<file path="config.mk">
export PLATFORM = sky130hd
export DESIGN_NAME = fna_out_q
export DESIGN_NICKNAME = d
export VERILOG_FILES = /design/src/sv/fna_pkg.sv /design/src/sv/fna_out_q.sv
export SDC_FILE = /design/constraint.sdc
export NUM_CORES = 1
export LEC_CHECK = 0
export ABC_AREA = 1
export BUFFER_PORTS_ARGS = -buffer_cell sky130_fd_sc_hd__clkbuf_2
export CORE_MARGIN = 4
export CORE_UTILIZATION = 51
export DETAILED_ROUTE_END_ITERATION = 7
export PLACE_DENSITY_LB_ADDON = 0.12
export SYNTH_ARGS = -nofsm -noshare
export SYNTH_HDL_FRONTEND = slang
export SYNTH_SLANG_ARGS = --single-unit
</file>
<file path="constraint.sdc">
create_clock -name clock -period 3.71 [get_ports clock]
set_clock_uncertainty 0.05 [all_clocks]
set_input_delay 0.5565 -clock clock [delete_from_list [all_inputs] [get_ports clock]]
set_output_delay 0.5565 -clock clock [all_outputs]
set_load 0.02 [all_outputs]
</file>
<file path="src/sv/fna_pkg.sv">
`timescale 1ns / 1ps
`default_nettype none

package fna_pkg;

   localparam int NUMBER_W            = 10;
   localparam int COUNT_W             = 11;
   localparam int MAX_NUMBERS_DEFAULT = 1024;
   localparam int REQ_TDATA_W         = 16;
   localparam int REQ_TUSER_W         = 2;
   localparam int RSP_TDATA_W         = 16;
   localparam int RSP_TUSER_W         = 1;

   localparam logic [COUNT_W-1:0] COUNT_RESET = 11'd1024;

   typedef enum logic [1:0] {
      ACT_GET     = 2'd0,
      ACT_CHECK   = 2'd1,
      ACT_RELEASE = 2'd2
   } action_type;

   typedef struct packed {
      logic                valid;
      logic                ok;
      logic [NUMBER_W-1:0] granted;
   } result_type;

endpackage

`default_nettype wire

</file>
<file path="src/sv/fna_out_q.sv">
`timescale 1ns / 1ps
`default_nettype none

module fna_out_q
   import fna_pkg::*;
(
   input  wire logic                   clock,
   input  wire logic                   reset,
   input  wire result_type             push,
   output logic                        hold_full,
   output logic                        rsp_tvalid,
   input  wire logic                   rsp_tready,
   output logic [RSP_TDATA_W-1:0]      rsp_tdata,
   output logic [RSP_TUSER_W-1:0]      rsp_tuser
);

   result_type out_ff, out_in;
   result_type hold_ff, hold_in;
   logic       out_free;

   assign out_free   = !out_ff.valid || rsp_tready;
   assign hold_full  = hold_ff.valid;
   assign rsp_tvalid = out_ff.valid;
   assign rsp_tdata  = RSP_TDATA_W'(out_ff.granted);
   assign rsp_tuser  = RSP_TUSER_W'(out_ff.ok);

   always_comb begin
      out_in  = out_ff;
      hold_in = hold_ff;
      if (out_free) begin
         if (hold_ff.valid) begin
            out_in        = hold_ff;
            hold_in.valid = 1'b0;
         end else begin
            out_in = push;
         end
      end else if (push.valid) begin
         hold_in = push;
      end
   end

   always_ff @(posedge clock) begin
      if (reset) begin
         out_ff.valid  <= 1'b0;
         hold_ff.valid <= 1'b0;
      end else begin
         out_ff.valid  <= out_in.valid;
         hold_ff.valid <= hold_in.valid;
      end
      out_ff.ok       <= out_in.ok;
      out_ff.granted  <= out_in.granted;
      hold_ff.ok      <= hold_in.ok;
      hold_ff.granted <= hold_in.granted;
   end

`ifndef SYNTH
   a_hold_behind_out : assert property (@(posedge clock) disable iff (reset)
      hold_ff.valid |-> out_ff.valid)
      else $error("Spare entry filled while the output register is empty.");

   a_push_room : assert property (@(posedge clock) disable iff (reset)
      push.valid |-> !hold_ff.valid)
      else $error("Result pushed while the spare entry is in use.");
`endif

endmodule

`default_nettype wire

</file>
After elaboration in Yosys (flattened, before gate mapping)
Index checks and enable logic that the tools add are counted.
Storage, ports and cells
  output and inout port bits: 19
  register bits: 24
  logic and storage cells: 12
  bits of input ports: 15
Cells by class
  reductions and logical operators: 4
  multiplexer cells: 1
  bitwise operators: 1
Operators by type and width (count)
  two-way mux 12 bit: 1
  AND reduction 2 bit: 1
  OR reduction 2 bit: 1
  logical NOT 1 bit: 1
  logical OR 1 bit: 1
  NOT 1 bit: 1

Logic depth before layout (Yosys ltp)
  word-level depth: 4
  mapped depth: 3

Worst setup path before layout
OpenSTA, ideal clock, no wires.
  path kind: in2reg
  start point: input port rsp_tready
  end point: register hold_ff[0] in the netlist's numbering, enable pin
  required time: 3.282 ns
  buffers on the path: 0
  library setup time: 0.378 ns
  stages on the path: 3
  slack: 1.872 ns
  arrival time: 1.410 ns
  cells stage by stage: inv_1 nand2_1 nor2_1
On the way
  cells in the longest elaborated chain, start to end: 3
RTL lines
  start: declaration: line fna_out_q.sv:12  | input wire logic rsp_tready,
  logical OR 1 bit: line fna_out_q.sv:21  | assign out_free = !out_ff.valid || rsp_tready;
  via out_free: line fna_out_q.sv:19  | logic out_free;
  NOT 1 bit (no source line)
  AND reduction 2 bit (no source line)
  end: declaration: line fna_out_q.sv:18  | result_type hold_ff, hold_in;
The timed path passes the listed nets, and every way through them passes these cells.
A chain may end at the register's enable or synchronous reset.

Worst setup path in the final report
  start point: register hold_ff (netlist bit hold_full)
  end point: output port hold_full
RTL lines
  end: declaration: line fna_out_q.sv:10  | output logic hold_full,
No word-level cell between the ends.

==> reports/metrics.cfg <==
[clock_network]
ctsLongestPathBuffers = 2
tritoncts = yes
numCtsBuffers = 3
clock-sinks = 24
cts_resized = 0
cts_hold_buf = 0
clkSlewWorstSetupHoldPaths_ps = 120
clock_latency_ps = 310
htreeDepth = 1
post_cts_buffers = 0
cts-root-buf = clkbuf_4

[status]
outcome = complete, no violations

[worst_setup_path]
r2r_end = hold_ff[5]
rrSetupSlack_ps = 1850
worstReg2RegStart = rsp_tvalid
worstPathRequired_ps = 3100
worst_path_max_delay_cell = dfxtp_1
path_class = reg2out
arrival_ps = 1440
end_kind = output port
cp_cell_sequence = clkbuf_2
cpPeakStageDelay_ps = 840
path_max_fanout = 25
cp_top_family = flip-flops
cp-start-kind = register
path_buf_inv = 1
worst-r2r-cell-count = 2

[synth]
ys_ff_latch = 24
synth.area.top_cells = edfxtp_1 69%, inv_1 5.5%, o21ai_0 4.7%
syn_inst = 76
ys_seq_area_frac = 0.730
ys_async_sr_fraction = 0
ys_warn_count = 0
yosysTopAreaCell = edfxtp_1
synth_area_per_cell_um2 = 12.6
yosys.cell_types.count = 13
synth_common_cells = 22 x edfxtp_1, 14 x inv_1, 12 x nand2_1
synth_top_cell_area_share = 0.688
yosysMostFrequentCell = edfxtp_1
yosys_most_used_dff = edfxtp_1
netlist_area_um2 = 960
synth_edf_count = 22

[pwr]
p_comb_frac = 0.110
p_leak_nw = 0.492
power_frac_seq = 0.660
p_total_mw = 0.480
power.switching_mw = 0.112
sw_frac_of_total = 0.234
power_per_cell_area_mw_per_mm2 = 435
ir_drop_mv = 0.273
clkPwrFrac = 0.230
p_int_mw = 0.368

[timing]
worst_pin_slew_ps = 844
slew_headroom = 0.435
rsz0062_at_grt = false
report.final.slew_viol_count = 0
setup_viol = 0
fmax_ghz = 0.489
fin_setup_tns_ps = 0
finalHoldViolCount = 0
fin_crit_ps = 2040
fin_crit_sh = 0.551

[global_routing]
grt_pass1_vias = 606
antenna_found_initial = 0
grt_overflow = 0
grt_usage = 0.128
grt_pass1_wl_mm = 2.48
grt_max_degree = 26

[floorplan]
dieArea_mm2 = 0.00264
ios = 34
rows = 15
start_util = 0.544
die_x_um = 51.4
die_h_um = 51.4
fp.coreArea_mm2 = 0.00176

[run]
drv_cap = 0

[placed_design]
place_inst = 125
numPortBuffers = 27
dpl_cell_area_mm2 = 0.00108
place_hpwl_um = 996
globalplace.congestion = 0.691

[finish]
syn2layout_area_growth_pct = 15.0
drive_gt1_frac = 0.317
fin_nets = 120
fillers = 170
diodes = 0
stdcell_area_mm2 = 0.00110
fin_cells = 129

[detailed_routing]
wl_mm = 1.31
via_count = 567
remaining_drc_errors = 0
drt_iter0_markers = 13
wire_per_inst_um = 10.2
drtAntennaViolNets = 0
via_per_inst = 4.40
drtPass1Iterations = 3

[min_path]
hold_depth = 1
hold-path-endpoint = hold_ff[10]
hp-class = in2reg
hold_path_startpoint = push[10]

[cell usage in the layout, fill, tap and decap left out, types with 2 or more instances in the layout]
cell      instances
clkbuf_2         27
clkbuf_4          3
conb_1            6
dfxtp_1           2
edfxtp_1         22
inv_1            14
nand2_1          12
nor2_1            3
o21ai_0           9
o21ai_2           2
[per-stage QoR]
stage / setup WS (ps) / hold WS, ps / util
floorplan: 1870 / 450 / -
global placement: 1460 / 436 / 0.611
detailed placement: 1430 / 453 / 0.611
CTS: 1640 / 370 / 0.626
global route: 1500 / 354 / 0.626
finish: 1670 / 380 / 0.626
[per-layer routing]
metal / GRT usage / wire, µm / vias to the layer above
met2: 0.214 / 619 / 23
met4: 0.0786 / 44 / 0
met1: 0.146 / 525 / 243
met3: 0.0321 / 121 / 5
li1: - / - / 296
met5: 0 / 0 / -
[worst max-delay path by stage]
stage / endpoint / start / depth (start not counted) / slack [ps]
floorplan: hold_ff[0] / rsp_tready / 3 / 1870
global placement: hold_ff[5] / rsp_tready / 4 / 1460
detailed placement: hold_ff[8] / rsp_tready / 4 / 1430
CTS: hold_full / hold_full / 1 / 1640
global route: hold_full / hold_full / 1 / 1500
finish: hold_full / hold_full / 1 / 1670
[power by group through the flow]
stage	clock network, mW	registers [mW]	logic (mW)
floorplan	0	0.338	0.0232
global placement	0	0.323	0.0529
detailed placement	0	0.324	0.0537
CTS	0.115	0.317	0.0538
global route	0.131	0.319	0.0590
finish	0.110	0.317	0.0528
[cell families after synthesis]
logic type / share of synthesized area
AOI/OAI and AO/OA: 0.0704
buffers and inverters: 0.125
DFF: 0.730
other: 0.00391
and+or+nand+nor: 0.0704
[sequential cells by signal, indices dropped and copies added, names as in the netlist]
signal and flops:
hold_full 1, rsp_tdata 10, hold_ff 11, rsp_tvalid 1
rsp_tuser 1
[layout make-up]
type	instances	area (µm²)	share of cell area
well taps	25	31.3	0.0283
repair buffers	27	135	0.122
flip-flops and latches	24	701	0.635
multi-input cells	35	158	0.143
clock buffers	3	22.5	0.0204
clock inverters	1	3.75	0.00340
inverters	14	52.6	0.0476
No activity file was read; power rests on OpenSTA's default activity.
